===== src/hw/rtl/dtf_pkg.sv =====
package dtf_pkg;

  typedef enum logic [1:0] {
    FOP_MUL = 2'd0,
    FOP_DIV = 2'd1,
    FOP_ADD = 2'd2
  } fop_t;

  typedef enum logic [1:0] {
    FREG_V = 2'd0,
    FREG_F = 2'd1,
    FREG_T = 2'd2
  } freg_t;

  // controller -> datapath
  typedef struct packed {
    logic       latch_digit;
    logic       load_digit_v;
    logic [3:0] digit;
    logic       fpu_start;
    fop_t       op;
    logic       big;          // constant 10000 instead of 10
    freg_t      src;
    logic       add_digit;    // second add operand is the digit, else T
    freg_t      dst;
    logic       pack;
    logic       pack_fail;
    logic       pack_special;
    logic       pack_inf;
    logic       pack_neg;
  } dtf_cmd_t;

  // datapath -> controller
  typedef struct packed {
    logic fpu_done;
  } dtf_status_t;

  localparam logic [31:0] FP_INF = 32'h7F80_0000;
  localparam logic [31:0] FP_QNAN = 32'h7FC0_0000;

  function automatic logic [31:0] digit_float(input logic [3:0] d);
    logic [31:0] r;
    unique case (d)
      4'd0: r = 32'h0000_0000;
      4'd1: r = 32'h3F80_0000;
      4'd2: r = 32'h4000_0000;
      4'd3: r = 32'h4040_0000;
      4'd4: r = 32'h4080_0000;
      4'd5: r = 32'h40A0_0000;
      4'd6: r = 32'h40C0_0000;
      4'd7: r = 32'h40E0_0000;
      4'd8: r = 32'h4100_0000;
      4'd9: r = 32'h4110_0000;
      default: r = 32'h0000_0000;
    endcase
    return r;
  endfunction

endpackage


===== src/hw/rtl/dtf_if.sv =====
interface dtf_in_if;
  logic       valid;
  logic       ready;
  logic [7:0] character;
  modport source (output valid, output character, input ready);
  modport sink (input valid, input character, output ready);
endinterface

interface dtf_out_if;
  logic        valid;
  logic        ready;
  logic [31:0] value_bits;
  logic        failed;
  modport source (output valid, output value_bits, output failed, input ready);
  modport sink (input valid, input value_bits, input failed, output ready);
endinterface


===== src/hw/rtl/dtf_fpu.sv =====
// Single-precision unit for nonnegative operands: a*K, a/K (K = 10 or 10000), a+b.
// Every result is rounded to nearest-even, subnormals and overflow included.
module dtf_fpu (
  input  logic                clk,
  input  logic                rst_n,
  input  logic                start,
  input  dtf_pkg::fop_t       op,
  input  logic                big,
  input  logic [31:0]         a,
  input  logic [31:0]         b,
  output logic                done,
  output logic [31:0]         y
);

  typedef enum logic [4:0] {
    F_IDLE = 5'b00001,
    F_DIV  = 5'b00010,
    F_NORM = 5'b00100,
    F_DEN  = 5'b01000,
    F_RND  = 5'b10000
  } fst_t;

  fst_t               st_r, st_nxt;
  logic [63:0]        m_r, m_nxt;
  logic signed [10:0] eb_r, eb_nxt;     // biased exponent with the MSB at bit 63
  logic               s_r, s_nxt;
  logic [13:0]        rem_r, rem_nxt;
  logic [3:0]         cnt_r, cnt_nxt;
  logic               big_r, big_nxt;
  logic               done_r, done_nxt;
  logic [31:0]        y_r, y_nxt;

  logic [23:0]        ma, mb, mbig, msml;
  logic signed [10:0] ea, eb, ebig, esml, diff;
  logic               inf_a, inf_b;
  logic [13:0]        kc, kdiv;
  logic [37:0]        prod;
  logic [26:0]        ext, shifted;
  logic               ast;
  logic [27:0]        asum;
  logic [63:0]        dm;
  logic [13:0]        dr;
  logic [14:0]        tr;
  logic [23:0]        mant;
  logic               rinc;
  logic [24:0]        rsum;
  logic signed [10:0] ef;
  logic [31:0]        packed_y;

  always_comb begin
    inf_a = &a[30:23];
    inf_b = &b[30:23];
    ma = {|a[30:23], a[22:0]};
    mb = {|b[30:23], b[22:0]};
    ea = (a[30:23] == 8'd0) ? -11'sd149 : $signed({3'b000, a[30:23]}) - 11'sd150;
    eb = (b[30:23] == 8'd0) ? -11'sd149 : $signed({3'b000, b[30:23]}) - 11'sd150;
    kc = big ? 14'd10000 : 14'd10;
    prod = {14'd0, ma} * {24'd0, kc};

    if (ea >= eb) begin
      mbig = ma; ebig = ea; msml = mb; esml = eb;
    end else begin
      mbig = mb; ebig = eb; msml = ma; esml = ea;
    end
    diff = ebig - esml;
    ext = {msml, 3'b000};
    if (diff >= 11'sd27) begin
      shifted = 27'd0;
      ast = |msml;
    end else begin
      shifted = ext >> diff[4:0];
      ast = |(ext & ~({27{1'b1}} << diff[4:0]));
    end
    asum = {1'b0, mbig, 3'b000} + {1'b0, shifted};
  end

  // four restoring division steps per cycle
  always_comb begin
    kdiv = big_r ? 14'd10000 : 14'd10;
    dm = m_r;
    dr = rem_r;
    tr = 15'd0;
    for (int i = 0; i < 4; i++) begin
      tr = {dr, dm[63]};
      dm = {dm[62:0], 1'b0};
      if (tr >= {1'b0, kdiv}) begin
        tr = tr - {1'b0, kdiv};
        dm[0] = 1'b1;
      end
      dr = tr[13:0];
    end
  end

  always_comb begin
    mant = m_r[63:40];
    rinc = m_r[39] & ((|m_r[38:0]) | s_r | mant[0]);
    rsum = {1'b0, mant} + {24'd0, rinc};
    ef = eb_r + 11'sd1;
    if (eb_r >= 11'sd255) begin
      packed_y = dtf_pkg::FP_INF;
    end else if (rsum[24]) begin
      packed_y = (ef >= 11'sd255) ? dtf_pkg::FP_INF : {1'b0, ef[7:0], 23'd0};
    end else begin
      packed_y = {1'b0, (rsum[23] ? eb_r[7:0] : 8'd0), rsum[22:0]};
    end
  end

  always_comb begin
    st_nxt = st_r;
    m_nxt = m_r;
    eb_nxt = eb_r;
    s_nxt = s_r;
    rem_nxt = rem_r;
    cnt_nxt = cnt_r;
    big_nxt = big_r;
    done_nxt = 1'b0;
    y_nxt = y_r;
    unique case (st_r)
      F_IDLE: begin
        if (start) begin
          big_nxt = big;
          if (inf_a || (op == dtf_pkg::FOP_ADD && inf_b)) begin
            y_nxt = dtf_pkg::FP_INF;
            done_nxt = 1'b1;
          end else begin
            unique case (op)
              dtf_pkg::FOP_MUL: begin
                m_nxt = {prod, 26'd0};
                eb_nxt = ea + 11'sd164;
                s_nxt = 1'b0;
                st_nxt = F_NORM;
              end
              dtf_pkg::FOP_ADD: begin
                m_nxt = {asum, 36'd0};
                eb_nxt = ebig + 11'sd151;
                s_nxt = ast;
                st_nxt = F_NORM;
              end
              dtf_pkg::FOP_DIV: begin
                m_nxt = {ma, 40'd0};
                eb_nxt = ea + 11'sd150;
                rem_nxt = 14'd0;
                cnt_nxt = 4'd0;
                st_nxt = F_DIV;
              end
              default: begin
                y_nxt = 32'd0;
                done_nxt = 1'b1;
              end
            endcase
          end
        end
      end
      F_DIV: begin
        m_nxt = dm;
        rem_nxt = dr;
        cnt_nxt = cnt_r + 4'd1;
        if (cnt_r == 4'd15) begin
          s_nxt = |dr;
          st_nxt = F_NORM;
        end
      end
      F_NORM: begin
        priority if (m_r == 64'd0) begin
          y_nxt = 32'd0;
          done_nxt = 1'b1;
          st_nxt = F_IDLE;
        end else if (m_r[63:48] == 16'd0) begin
          m_nxt = {m_r[47:0], 16'd0};
          eb_nxt = eb_r - 11'sd16;
        end else if (m_r[63:60] == 4'd0) begin
          m_nxt = {m_r[59:0], 4'd0};
          eb_nxt = eb_r - 11'sd4;
        end else if (!m_r[63]) begin
          m_nxt = {m_r[62:0], 1'b0};
          eb_nxt = eb_r - 11'sd1;
        end else begin
          st_nxt = F_DEN;
        end
      end
      F_DEN: begin
        // shift into the subnormal range one bit a cycle
        priority if (eb_r < -11'sd64) begin
          m_nxt = 64'd0;
          s_nxt = 1'b1;
          eb_nxt = 11'sd1;
          st_nxt = F_RND;
        end else if (eb_r < 11'sd1) begin
          m_nxt = {1'b0, m_r[63:1]};
          s_nxt = s_r | m_r[0];
          eb_nxt = eb_r + 11'sd1;
        end else begin
          st_nxt = F_RND;
        end
      end
      F_RND: begin
        y_nxt = packed_y;
        done_nxt = 1'b1;
        st_nxt = F_IDLE;
      end
      default: st_nxt = F_IDLE;
    endcase
  end

  always_ff @(posedge clk) begin
    if (!rst_n) begin
      st_r <= F_IDLE;
      done_r <= 1'b0;
    end else begin
      st_r <= st_nxt;
      done_r <= done_nxt;
    end
    m_r <= m_nxt;
    eb_r <= eb_nxt;
    s_r <= s_nxt;
    rem_r <= rem_nxt;
    cnt_r <= cnt_nxt;
    big_r <= big_nxt;
    y_r <= y_nxt;
  end

  assign done = done_r;
  assign y = y_r;

endmodule


===== src/hw/rtl/dtf_datapath.sv =====
module dtf_datapath (
  input  logic                  clk,
  input  logic                  rst_n,
  input  dtf_pkg::dtf_cmd_t     cmd,
  output dtf_pkg::dtf_status_t  status,
  output logic [31:0]           value_bits,
  output logic                  failed
);

  logic [31:0] v_r, v_nxt;
  logic [31:0] f_r, f_nxt;
  logic [31:0] t_r, t_nxt;
  logic [3:0]  digit_r, digit_nxt;
  logic [31:0] value_r, value_nxt;
  logic        failed_r, failed_nxt;
  logic [31:0] op_a, op_b, fpu_y;
  logic        fpu_done;

  always_comb begin
    unique case (cmd.src)
      dtf_pkg::FREG_V: op_a = v_r;
      dtf_pkg::FREG_F: op_a = f_r;
      dtf_pkg::FREG_T: op_a = t_r;
      default:         op_a = v_r;
    endcase
    op_b = cmd.add_digit ? dtf_pkg::digit_float(digit_r) : t_r;
  end

  dtf_fpu u_fpu (
    .clk   (clk),
    .rst_n (rst_n),
    .start (cmd.fpu_start),
    .op    (cmd.op),
    .big   (cmd.big),
    .a     (op_a),
    .b     (op_b),
    .done  (fpu_done),
    .y     (fpu_y)
  );

  always_comb begin
    v_nxt = v_r;
    f_nxt = f_r;
    t_nxt = t_r;
    digit_nxt = cmd.latch_digit ? cmd.digit : digit_r;
    value_nxt = value_r;
    failed_nxt = failed_r;
    if (cmd.load_digit_v) begin
      v_nxt = dtf_pkg::digit_float(cmd.digit);
    end
    if (fpu_done) begin
      unique case (cmd.dst)
        dtf_pkg::FREG_V: v_nxt = fpu_y;
        dtf_pkg::FREG_F: f_nxt = fpu_y;
        dtf_pkg::FREG_T: t_nxt = fpu_y;
        default:         v_nxt = fpu_y;
      endcase
    end
    if (cmd.pack) begin
      failed_nxt = cmd.pack_fail;
      priority if (cmd.pack_fail) begin
        value_nxt = 32'd0;
      end else if (cmd.pack_special) begin
        value_nxt = cmd.pack_inf ? dtf_pkg::FP_INF : dtf_pkg::FP_QNAN;
      end else begin
        value_nxt = {v_r[31] ^ cmd.pack_neg, v_r[30:0]};
      end
      v_nxt = 32'd0;
      f_nxt = 32'd0;
      t_nxt = 32'd0;
    end
  end

  always_ff @(posedge clk) begin
    if (!rst_n) begin
      v_r <= 32'd0;
      f_r <= 32'd0;
      t_r <= 32'd0;
    end else begin
      v_r <= v_nxt;
      f_r <= f_nxt;
      t_r <= t_nxt;
    end
    digit_r <= digit_nxt;
    value_r <= value_nxt;
    failed_r <= failed_nxt;
  end

  assign status.fpu_done = fpu_done;
  assign value_bits = value_r;
  assign failed = failed_r;

endmodule


===== src/hw/rtl/dtf_ctrl.sv =====
module dtf_ctrl #(
  parameter int EXPONENT_LIMIT = 255,
  parameter int FRACTION_DIGIT_LIMIT = 63
) (
  input  logic                  clk,
  input  logic                  rst_n,
  input  logic                  in_valid,
  input  logic [7:0]            in_character,
  output logic                  in_ready,
  input  logic                  out_ready,
  output logic                  out_valid,
  output dtf_pkg::dtf_cmd_t     cmd,
  input  dtf_pkg::dtf_status_t  status
);

  localparam int EW = $clog2(EXPONENT_LIMIT + 1);
  localparam int FW = $clog2(FRACTION_DIGIT_LIMIT + 1);

  localparam logic [7:0] CH_NUL   = 8'h00;
  localparam logic [7:0] CH_PLUS  = 8'h2B;
  localparam logic [7:0] CH_MINUS = 8'h2D;
  localparam logic [7:0] CH_POINT = 8'h2E;
  localparam logic [7:0] CH_ZERO  = 8'h30;
  localparam logic [7:0] CH_NINE  = 8'h39;
  localparam logic [7:0] CH_E_UP  = 8'h45;
  localparam logic [7:0] CH_E_LO  = 8'h65;

  typedef enum logic [6:0] {
    P_START = 7'b0000001,
    P_INT   = 7'b0000010,
    P_FRAC  = 7'b0000100,
    P_EXPS  = 7'b0001000,
    P_EXPP  = 7'b0010000,
    P_EXPN  = 7'b0100000,
    P_SPEC  = 7'b1000000
  } phase_t;

  typedef enum logic [10:0] {
    S_IDLE     = 11'b00000000001,
    S_INT_MUL  = 11'b00000000010,
    S_INT_ADD  = 11'b00000000100,
    S_FR_ADD   = 11'b00000001000,
    S_FR_MUL   = 11'b00000010000,
    S_CF_FIRST = 11'b00000100000,
    S_CF_LOOP  = 11'b00001000000,
    S_CF_ADD   = 11'b00010000000,
    S_EX4      = 11'b00100000000,
    S_EX1      = 11'b01000000000,
    S_PACK     = 11'b10000000000
  } state_t;

  function automatic logic [7:0] word_char(input logic [1:0] w, input logic [1:0] n);
    logic [7:0] r;
    unique case ({w, n})
      4'b00_00: r = 8'h4E;   // NaN
      4'b00_01: r = 8'h61;
      4'b00_10: r = 8'h4E;
      4'b01_00: r = 8'h6E;   // nan
      4'b01_01: r = 8'h61;
      4'b01_10: r = 8'h6E;
      4'b10_00: r = 8'h49;   // Inf
      4'b10_01: r = 8'h6E;
      4'b10_10: r = 8'h66;
      4'b11_00: r = 8'h69;   // inf
      4'b11_01: r = 8'h6E;
      4'b11_10: r = 8'h66;
      default:  r = 8'h00;
    endcase
    return r;
  endfunction

  state_t        st_r, st_nxt;
  phase_t        phase_r, phase_nxt;
  logic          neg_r, neg_nxt;
  logic [FW-1:0] fcnt_r, fcnt_nxt;
  logic [EW-1:0] exp_r, exp_nxt;
  logic          expneg_r, expneg_nxt;
  logic [1:0]    wsel_r, wsel_nxt;
  logic [1:0]    wcnt_r, wcnt_nxt;
  logic          err_r, err_nxt;
  logic          fail_r, fail_nxt;
  logic          fin_r, fin_nxt;
  logic          issued_r, issued_nxt;
  logic          out_valid_r, out_valid_nxt;

  logic          accept, is_digit, hit;
  logic [3:0]    d;
  logic [EW+3:0] enext;
  logic [EW-1:0] esat;
  logic          done;

  assign in_ready = (st_r == S_IDLE) &&
                    ((in_character != CH_NUL) || !out_valid_r || out_ready);
  assign accept = in_valid && in_ready;
  assign is_digit = (in_character >= CH_ZERO) && (in_character <= CH_NINE);
  assign d = in_character[3:0];
  assign done = status.fpu_done;

  always_comb begin
    enext = (EW + 4)'(exp_r) * (EW + 4)'(10) + (EW + 4)'(d);
    esat = (enext > (EW + 4)'(EXPONENT_LIMIT)) ? EW'(EXPONENT_LIMIT) : enext[EW-1:0];
  end

  always_comb begin
    st_nxt = st_r;
    phase_nxt = phase_r;
    neg_nxt = neg_r;
    fcnt_nxt = fcnt_r;
    exp_nxt = exp_r;
    expneg_nxt = expneg_r;
    wsel_nxt = wsel_r;
    wcnt_nxt = wcnt_r;
    err_nxt = err_r;
    fail_nxt = fail_r;
    fin_nxt = fin_r;
    out_valid_nxt = (out_valid_r && out_ready) ? 1'b0 : out_valid_r;
    hit = 1'b0;
    cmd = '0;
    cmd.digit = d;

    unique case (st_r)
      S_IDLE: begin
        if (accept) begin
          if (in_character == CH_NUL) begin
            fail_nxt = err_r || !(phase_r == P_INT || phase_r == P_FRAC ||
                                  phase_r == P_EXPP || phase_r == P_EXPN ||
                                  (phase_r == P_SPEC && wcnt_r == 2'd3));
            priority if (fail_nxt) begin
              st_nxt = S_PACK;
            end else if (phase_r == P_FRAC) begin
              fin_nxt = 1'b1;
              st_nxt = S_CF_FIRST;
            end else if (phase_r == P_EXPP || phase_r == P_EXPN) begin
              st_nxt = S_EX4;
            end else begin
              st_nxt = S_PACK;
            end
          end else if (!err_r) begin
            cmd.latch_digit = is_digit;
            unique case (phase_r)
              P_START: begin
                priority if (in_character == CH_MINUS) begin
                  neg_nxt = 1'b1;
                  phase_nxt = P_INT;
                end else if (in_character == CH_PLUS) begin
                  phase_nxt = P_INT;
                end else if (is_digit) begin
                  cmd.load_digit_v = 1'b1;
                  phase_nxt = P_INT;
                end else begin
                  for (int w = 0; w < 4; w++) begin
                    if (!hit && in_character == word_char(2'(w), 2'd0)) begin
                      hit = 1'b1;
                      wsel_nxt = 2'(w);
                    end
                  end
                  if (hit) begin
                    wcnt_nxt = 2'd1;
                    phase_nxt = P_SPEC;
                  end else begin
                    err_nxt = 1'b1;
                  end
                end
              end
              P_INT: begin
                priority if (is_digit) begin
                  st_nxt = S_INT_MUL;
                end else if (in_character == CH_POINT) begin
                  phase_nxt = P_FRAC;
                end else if (in_character == CH_E_LO || in_character == CH_E_UP) begin
                  phase_nxt = P_EXPS;
                end else begin
                  err_nxt = 1'b1;
                end
              end
              P_FRAC: begin
                priority if (is_digit) begin
                  if (fcnt_r < FW'(FRACTION_DIGIT_LIMIT)) begin
                    fcnt_nxt = fcnt_r + FW'(1);
                  end
                  st_nxt = S_FR_ADD;
                end else if (in_character == CH_E_LO || in_character == CH_E_UP) begin
                  fin_nxt = 1'b0;
                  phase_nxt = P_EXPS;
                  st_nxt = S_CF_FIRST;
                end else begin
                  err_nxt = 1'b1;
                end
              end
              P_EXPS: begin
                priority if (is_digit) begin
                  exp_nxt = esat;
                  phase_nxt = P_EXPP;
                end else if (in_character == CH_MINUS) begin
                  expneg_nxt = 1'b1;
                  phase_nxt = P_EXPN;
                end else begin
                  err_nxt = 1'b1;
                end
              end
              P_EXPP, P_EXPN: begin
                if (is_digit) begin
                  exp_nxt = esat;
                end else begin
                  err_nxt = 1'b1;
                end
              end
              P_SPEC: begin
                if (wcnt_r != 2'd3 && in_character == word_char(wsel_r, wcnt_r)) begin
                  wcnt_nxt = wcnt_r + 2'd1;
                end else begin
                  err_nxt = 1'b1;
                end
              end
              default: err_nxt = 1'b1;
            endcase
          end
        end
      end
      S_INT_MUL: begin
        cmd.op = dtf_pkg::FOP_MUL;
        cmd.src = dtf_pkg::FREG_V;
        cmd.dst = dtf_pkg::FREG_V;
        cmd.fpu_start = !issued_r;
        if (done) st_nxt = S_INT_ADD;
      end
      S_INT_ADD: begin
        cmd.op = dtf_pkg::FOP_ADD;
        cmd.src = dtf_pkg::FREG_V;
        cmd.add_digit = 1'b1;
        cmd.dst = dtf_pkg::FREG_V;
        cmd.fpu_start = !issued_r;
        if (done) st_nxt = S_IDLE;
      end
      S_FR_ADD: begin
        cmd.op = dtf_pkg::FOP_ADD;
        cmd.src = dtf_pkg::FREG_F;
        cmd.add_digit = 1'b1;
        cmd.dst = dtf_pkg::FREG_F;
        cmd.fpu_start = !issued_r;
        if (done) st_nxt = S_FR_MUL;
      end
      S_FR_MUL: begin
        cmd.op = dtf_pkg::FOP_MUL;
        cmd.src = dtf_pkg::FREG_F;
        cmd.dst = dtf_pkg::FREG_F;
        cmd.fpu_start = !issued_r;
        if (done) st_nxt = S_IDLE;
      end
      S_CF_FIRST: begin
        cmd.op = dtf_pkg::FOP_DIV;
        cmd.src = dtf_pkg::FREG_F;
        cmd.dst = dtf_pkg::FREG_T;
        cmd.fpu_start = !issued_r;
        if (done) st_nxt = S_CF_LOOP;
      end
      S_CF_LOOP: begin
        // one more divide per counted fraction digit
        cmd.op = dtf_pkg::FOP_DIV;
        cmd.src = dtf_pkg::FREG_T;
        cmd.dst = dtf_pkg::FREG_T;
        if (fcnt_r == '0) begin
          st_nxt = S_CF_ADD;
        end else begin
          cmd.fpu_start = !issued_r;
          if (done) fcnt_nxt = fcnt_r - FW'(1);
        end
      end
      S_CF_ADD: begin
        cmd.op = dtf_pkg::FOP_ADD;
        cmd.src = dtf_pkg::FREG_V;
        cmd.dst = dtf_pkg::FREG_V;
        cmd.fpu_start = !issued_r;
        if (done) st_nxt = fin_r ? S_PACK : S_IDLE;
      end
      S_EX4: begin
        cmd.op = expneg_r ? dtf_pkg::FOP_DIV : dtf_pkg::FOP_MUL;
        cmd.big = 1'b1;
        cmd.src = dtf_pkg::FREG_V;
        cmd.dst = dtf_pkg::FREG_V;
        if (exp_r < EW'(4)) begin
          st_nxt = S_EX1;
        end else begin
          cmd.fpu_start = !issued_r;
          if (done) exp_nxt = exp_r - EW'(4);
        end
      end
      S_EX1: begin
        cmd.op = expneg_r ? dtf_pkg::FOP_DIV : dtf_pkg::FOP_MUL;
        cmd.src = dtf_pkg::FREG_V;
        cmd.dst = dtf_pkg::FREG_V;
        if (exp_r == '0) begin
          st_nxt = S_PACK;
        end else begin
          cmd.fpu_start = !issued_r;
          if (done) exp_nxt = exp_r - EW'(1);
        end
      end
      S_PACK: begin
        cmd.pack = 1'b1;
        cmd.pack_fail = fail_r;
        cmd.pack_special = (phase_r == P_SPEC);
        cmd.pack_inf = wsel_r[1];
        cmd.pack_neg = neg_r;
        out_valid_nxt = 1'b1;
        phase_nxt = P_START;
        neg_nxt = 1'b0;
        fcnt_nxt = '0;
        exp_nxt = '0;
        expneg_nxt = 1'b0;
        wsel_nxt = 2'd0;
        wcnt_nxt = 2'd0;
        err_nxt = 1'b0;
        st_nxt = S_IDLE;
      end
      default: st_nxt = S_IDLE;
    endcase

    issued_nxt = issued_r;
    if (cmd.fpu_start) issued_nxt = 1'b1;
    if (done) issued_nxt = 1'b0;
  end

  always_ff @(posedge clk) begin
    if (!rst_n) begin
      st_r <= S_IDLE;
      phase_r <= P_START;
      neg_r <= 1'b0;
      fcnt_r <= '0;
      exp_r <= '0;
      expneg_r <= 1'b0;
      wsel_r <= 2'd0;
      wcnt_r <= 2'd0;
      err_r <= 1'b0;
      fail_r <= 1'b0;
      fin_r <= 1'b0;
      issued_r <= 1'b0;
      out_valid_r <= 1'b0;
    end else begin
      st_r <= st_nxt;
      phase_r <= phase_nxt;
      neg_r <= neg_nxt;
      fcnt_r <= fcnt_nxt;
      exp_r <= exp_nxt;
      expneg_r <= expneg_nxt;
      wsel_r <= wsel_nxt;
      wcnt_r <= wcnt_nxt;
      err_r <= err_nxt;
      fail_r <= fail_nxt;
      fin_r <= fin_nxt;
      issued_r <= issued_nxt;
      out_valid_r <= out_valid_nxt;
    end
  end

  assign out_valid = out_valid_r;

endmodule


===== src/hw/rtl/decimal_text_to_float_unit.sv =====
// A sign, '.', 'e' or letter starts no FPU operation; an integer digit after the first, or a fraction
// digit, starts two FPU operations, and a leading digit or an exponent digit starts none. A divide uses
// 4-bit restoring division steps; a subnormal result adds denormalizing shifts.
// An 'e' after a fraction, or the NUL, folds the fraction in: (counted digits + 2) operations;
// the NUL then applies exponent/4 + exponent%4 operations, and the result is loaded.
// One string at a time. rst_n is synchronous, active low; it returns the parser to the start.
module decimal_text_to_float_unit #(
  parameter int EXPONENT_LIMIT = 255,
  parameter int FRACTION_DIGIT_LIMIT = 63
) (
  input  logic       clk,
  input  logic       rst_n,
  dtf_in_if.sink     in_chan,
  dtf_out_if.source  out_chan
);

  dtf_pkg::dtf_cmd_t    cmd;
  dtf_pkg::dtf_status_t status;

  dtf_ctrl #(
    .EXPONENT_LIMIT       (EXPONENT_LIMIT),
    .FRACTION_DIGIT_LIMIT (FRACTION_DIGIT_LIMIT)
  ) u_ctrl (
    .clk          (clk),
    .rst_n        (rst_n),
    .in_valid     (in_chan.valid),
    .in_character (in_chan.character),
    .in_ready     (in_chan.ready),
    .out_ready    (out_chan.ready),
    .out_valid    (out_chan.valid),
    .cmd          (cmd),
    .status       (status)
  );

  dtf_datapath u_datapath (
    .clk        (clk),
    .rst_n      (rst_n),
    .cmd        (cmd),
    .status     (status),
    .value_bits (out_chan.value_bits),
    .failed     (out_chan.failed)
  );

endmodule


===== src/flat_wrapper.sv =====
// flat-port wrapper written by rule: the top's interface ports become plain ports
module decimal_text_to_float_unit_flat 
#(
  parameter int EXPONENT_LIMIT = 255,
  parameter int FRACTION_DIGIT_LIMIT = 63
)
  (clk, rst_n, in_chan_valid, in_chan_character, in_chan_ready, out_chan_valid, out_chan_value_bits, out_chan_failed, out_chan_ready);
  dtf_in_if in_chan_i ();
  dtf_out_if out_chan_i ();
  input  logic clk;
  input  logic rst_n;
  input wire logic [$bits(in_chan_i.valid)-1:0] in_chan_valid;
  input wire logic [$bits(in_chan_i.character)-1:0] in_chan_character;
  output wire logic [$bits(in_chan_i.ready)-1:0] in_chan_ready;
  output wire logic [$bits(out_chan_i.valid)-1:0] out_chan_valid;
  output wire logic [$bits(out_chan_i.value_bits)-1:0] out_chan_value_bits;
  output wire logic [$bits(out_chan_i.failed)-1:0] out_chan_failed;
  input wire logic [$bits(out_chan_i.ready)-1:0] out_chan_ready;
  assign in_chan_i.valid = in_chan_valid;
  assign in_chan_i.character = in_chan_character;
  assign in_chan_ready = in_chan_i.ready;
  assign out_chan_valid = out_chan_i.valid;
  assign out_chan_value_bits = out_chan_i.value_bits;
  assign out_chan_failed = out_chan_i.failed;
  assign out_chan_i.ready = out_chan_ready;
  decimal_text_to_float_unit #(.EXPONENT_LIMIT(EXPONENT_LIMIT), .FRACTION_DIGIT_LIMIT(FRACTION_DIGIT_LIMIT)) u_core (.clk(clk), .rst_n(rst_n), .in_chan(in_chan_i), .out_chan(out_chan_i));
endmodule

===== config.mk =====
export PLATFORM = sky130hd
export DESIGN_NAME = decimal_text_to_float_unit_flat
export DESIGN_NICKNAME = d
export VERILOG_FILES = /design/src/hw/rtl/dtf_pkg.sv /design/src/hw/rtl/dtf_if.sv /design/src/hw/rtl/dtf_fpu.sv /design/src/hw/rtl/dtf_datapath.sv /design/src/hw/rtl/dtf_ctrl.sv /design/src/hw/rtl/decimal_text_to_float_unit.sv /design/src/flat_wrapper.sv
export SDC_FILE = /design/constraint.sdc
export NUM_CORES = 2
export LEC_CHECK = 0
export ABC_AREA = 1
export BUFFER_PORTS_ARGS = -buffer_cell sky130_fd_sc_hd__buf_4
export CORE_ASPECT_RATIO = 0.8
export CORE_UTILIZATION = 45
export DETAILED_ROUTE_END_ITERATION = 6
export HOLD_SLACK_MARGIN = 0.06
export PLACE_DENSITY = 0.57
export REMOVE_ABC_BUFFERS = 1
export SETUP_SLACK_MARGIN = 0.2
export SLEW_MARGIN = 20
export SYNTH_ARGS = -nofsm -noshare
export SYNTH_HDL_FRONTEND = slang
export SYNTH_SLANG_ARGS = --single-unit

===== constraint.sdc =====
create_clock -name clk -period 24.4 [get_ports clk]
set_clock_uncertainty 0.15 [all_clocks]
set_input_delay 3.66 -clock clk [delete_from_list [all_inputs] [get_ports clk]]
set_output_delay 3.66 -clock clk [all_outputs]
set_load 0.01 [all_outputs]

==> impl_metrics.env <==
export IMPL_outcome="finished, final reports clean"
export IMPL_grt_max_degree=84
export IMPL_antenna_cells=0
export IMPL_cp_arrival_ns=13.32
export IMPL_period_share_pct=53.9
export IMPL_clkLatencyLatePin_ns=0.59
export IMPL_gp_congestion=1.01
export IMPL_multi_input_area_sq_um=20300
export IMPL_maxSlewViolCount=0
export IMPL_setup_viol=0
export IMPL_drc=0
export IMPL_hold_start="u_core.u_datapath.t_r[0]"
export IMPL_fmax_ghz=0.0761
export IMPL_placement_rows=86
export IMPL_synth_cell_area_sq_um=31600
export IMPL_required_ns=24.57
export IMPL_slew_headroom_pct=21.1
export IMPL_die_y_um=239
export IMPL_wire_per_inst_um=21.1
export IMPL_hold_buffers=0
export IMPL_path_clk_slew_ns=0.06
export IMPL_grt_overflow=0
export IMPL_hold_path_depth=2
export IMPL_start_util_pct=45.7
export IMPL_nets=4947
export IMPL_synth_edff_count=163
export IMPL_cp_common_cell="nand2_1"
export IMPL_fillers=7174
export IMPL_reg2reg_to="u_core.u_datapath.u_fpu.m_r[61]"
export IMPL_async_reset_ff_share_pct=0
export IMPL_clock_sinks=313
export IMPL_area_sequential_sq_um=7900
export IMPL_cts_tree="yes"
export IMPL_finish_utilization_pct=49.4
export IMPL_drive_gt1_share_pct=6.63
export IMPL_cts_buffers=39
export IMPL_finalHoldViolations=0
export IMPL_final_common_cell="nand2_1"
export IMPL_ys_seq_area_share_pct=25.0
export IMPL_rrSetupSlack_ns=11.26
export IMPL_critPathKind="flip-flop to flip-flop"
export IMPL_pin_count=47
export IMPL_antenna_found_initial=6
export IMPL_fp_dieArea_sq_um=71300
export IMPL_synth_cell_types=71
export IMPL_grt_use_total_pct=32.3
export IMPL_wirelength_um=117000
export IMPL_core_sq_um=69200
export IMPL_grt_pass1_vias=29300
export IMPL_syn_instance_count=4615
export IMPL_reg2reg_depth=71
export IMPL_dp_hpwl_um=90800
export IMPL_rsz0062_at_grt="false"
export IMPL_areaGrowthSynthToFinish_pct=8.21
export IMPL_worst_pin_slew_ns=1.17
export IMPL_ys_warn_count=0
export IMPL_grt_pass1_wl_um=179000
export IMPL_worstSetupStartpointType="flip-flop"
export IMPL_layout_common_cells="nand2_1 (891), inv_1 (681), nor2_1 (451)"
export IMPL_synth_seq_cells=313
export IMPL_cp_max_fo=69
export IMPL_first_pass_iters=6
export IMPL_regToRegStartpoint="u_core.u_ctrl.st_r[8]"
export IMPL_crit_path_end_kind="flip-flop"
export IMPL_fin_setup_tns_ns=0
export IMPL_cts_htree_levels=2
export IMPL_crit_slowest_cell="ha_1"
export IMPL_via_per_inst=5.78
export IMPL_ctsResizeCount=0
export IMPL_vias=32000
export IMPL_dieWidth_um=298
export IMPL_holdPathEnd="u_core.u_datapath.t_r[0]"
export IMPL_portBuffers=46
export IMPL_holdCritPathClass="flip-flop to flip-flop"
export IMPL_ant_nets=0
export IMPL_clockBufferDepth=3
export IMPL_cap_violations=0
export IMPL_first_iter_violations=3425
export IMPL_syn_area_per_cell_sq_um=6.85
export IMPL_postCtsSetupBuffers=0
export IMPL_critPathLaunch="u_core.u_ctrl.st_r[8]"
export IMPL_period_minus_slack_ns=13.14
export IMPL_cp_slowest_stage_delay_ns=0.61
export IMPL_clockRootBuffer="clkbuf_16"
export IMPL_synth_ff_type="edfxtp_1"
through the flow:
stage	setup slack, ns	hold WS, ns	cells	instance area, sq um
finish	11.26	0.311	5538	34200
global route	10.02	0.328	5538	34200
CTS	11.54	0.311	5538	34200
detailed placement	11.64	0.302	5466	32900
global placement	11.92	0.300	5466	32900
floorplan	12.58	0.288	4427	30800
worst max-delay path, delay by kind of cell (launching register included):
kind,cells,cell delay [ns]
fa+ha+maj,5,1.92
flops,1,0.38
xor+xnor,1,0.16
simple gates,33,3.61
buf+inv,14,3.73
compound gates,18,2.85
how the worst max path moves through the flow:
stage | to | slack [ns] | cells past startpoint
6_report | u_core.u_datapath.u_fpu.m_r[61] | 11.26 | 71
2_1_floorplan | u_core.u_datapath.u_fpu.m_r[61] | 12.58 | 66
3_3_place_gp | u_core.u_datapath.u_fpu.m_r[61] | 11.92 | 71
3_5_place_dp | u_core.u_datapath.u_fpu.m_r[61] | 11.64 | 71
5_1_grt | u_core.u_datapath.u_fpu.m_r[61] | 10.02 | 71
4_1_cts | u_core.u_datapath.u_fpu.m_r[61] | 11.54 | 71
cells by family (layout without fill, tap and decap cells):
family | count (synthesis) | in the layout | share of synthesized area [%]
other | 1 | 3 | 0.0119
adders and majority gates | 352 | 352 | 16.0
and+or+nand+nor | 1896 | 1896 | 26.2
DFF | 313 | 313 | 25.0
xor gates and xnor gates | 83 | 83 | 2.30
AOI/OAI and AO/OA | 1073 | 1073 | 19.6
muxes | 2 | 2 | 0.0634
buffers and inverters | 895 | 892 | 10.8
layout make-up:
| class | count | area share (%) |
|---|---|---|
| clock inverters | 20 | 0.655 |
| well taps | 924 | 3.38 |
| repair buffers | 115 | 2.52 |
| multi-input cells | 3409 | 59.5 |
| clock buffers | 52 | 3.11 |
| flip-flops and latches | 313 | 23.1 |
| inverters | 705 | 7.75 |
routing by layer:
layer | track usage [%] | share of wire [%] | vias up
li1 | - | - | 15500
met1 | 48.6 | 47 | 15000
met2 | 47.3 | 41 | 1349
met3 | 5.67 | 9.8 | 160
met4 | 7.37 | 2.3 | 2
met5 | 0 | 0.0069 | -
cell usage after synthesis, types with 9 or more instances:
cell type  number  area, sq um
o21a_1         11         82.6
nand2_2        40          250
nor3_1         71          355
o31ai_1        12         90.1
nor4_1         40          250
o21ai_0       410         2050
nor2_1        452         1700
nand3b_1       11         82.6
o22ai_1        50          313
a211oi_1       37          278
buf_1          14         52.6
clkinv_1        9         33.8
o2111ai_1      17          149
buf_2          12         60.1
or2_2          26          163
a31oi_1        45          282
nand4_1        83          519
o211ai_1       62          465
o221ai_1       23          201
clkbuf_1      159          597
fa_1           86         1720
inv_1         681         2560
a21oi_1       334         1670
nand2_1       892         3350
inv_2          13         48.8
edfxtp_1      163         4890
xnor2_1        15          131
nand3_1       241         1210
ha_1          266         3330
xor2_1         68          596
dfxtp_1       150         3000
flip-flops by register name (all words and copies together) (netlist names), 11 cells and up, named ones only:
name,cells
u_core.u_datapath.f_r,31
u_core.u_datapath.u_fpu.eb_r,11
u_core.u_ctrl.st_r,11
u_core.u_datapath.u_fpu.y,31
u_core.u_datapath.v_r,32
u_core.u_datapath.u_fpu.rem_r,14
u_core.u_datapath.u_fpu.m_r,64
u_core.u_datapath.value_bits,32
u_core.u_datapath.t_r,31
Power is not shown: default switching activity piles up to over one toggle a cycle in this logic, so the estimate is an artifact.
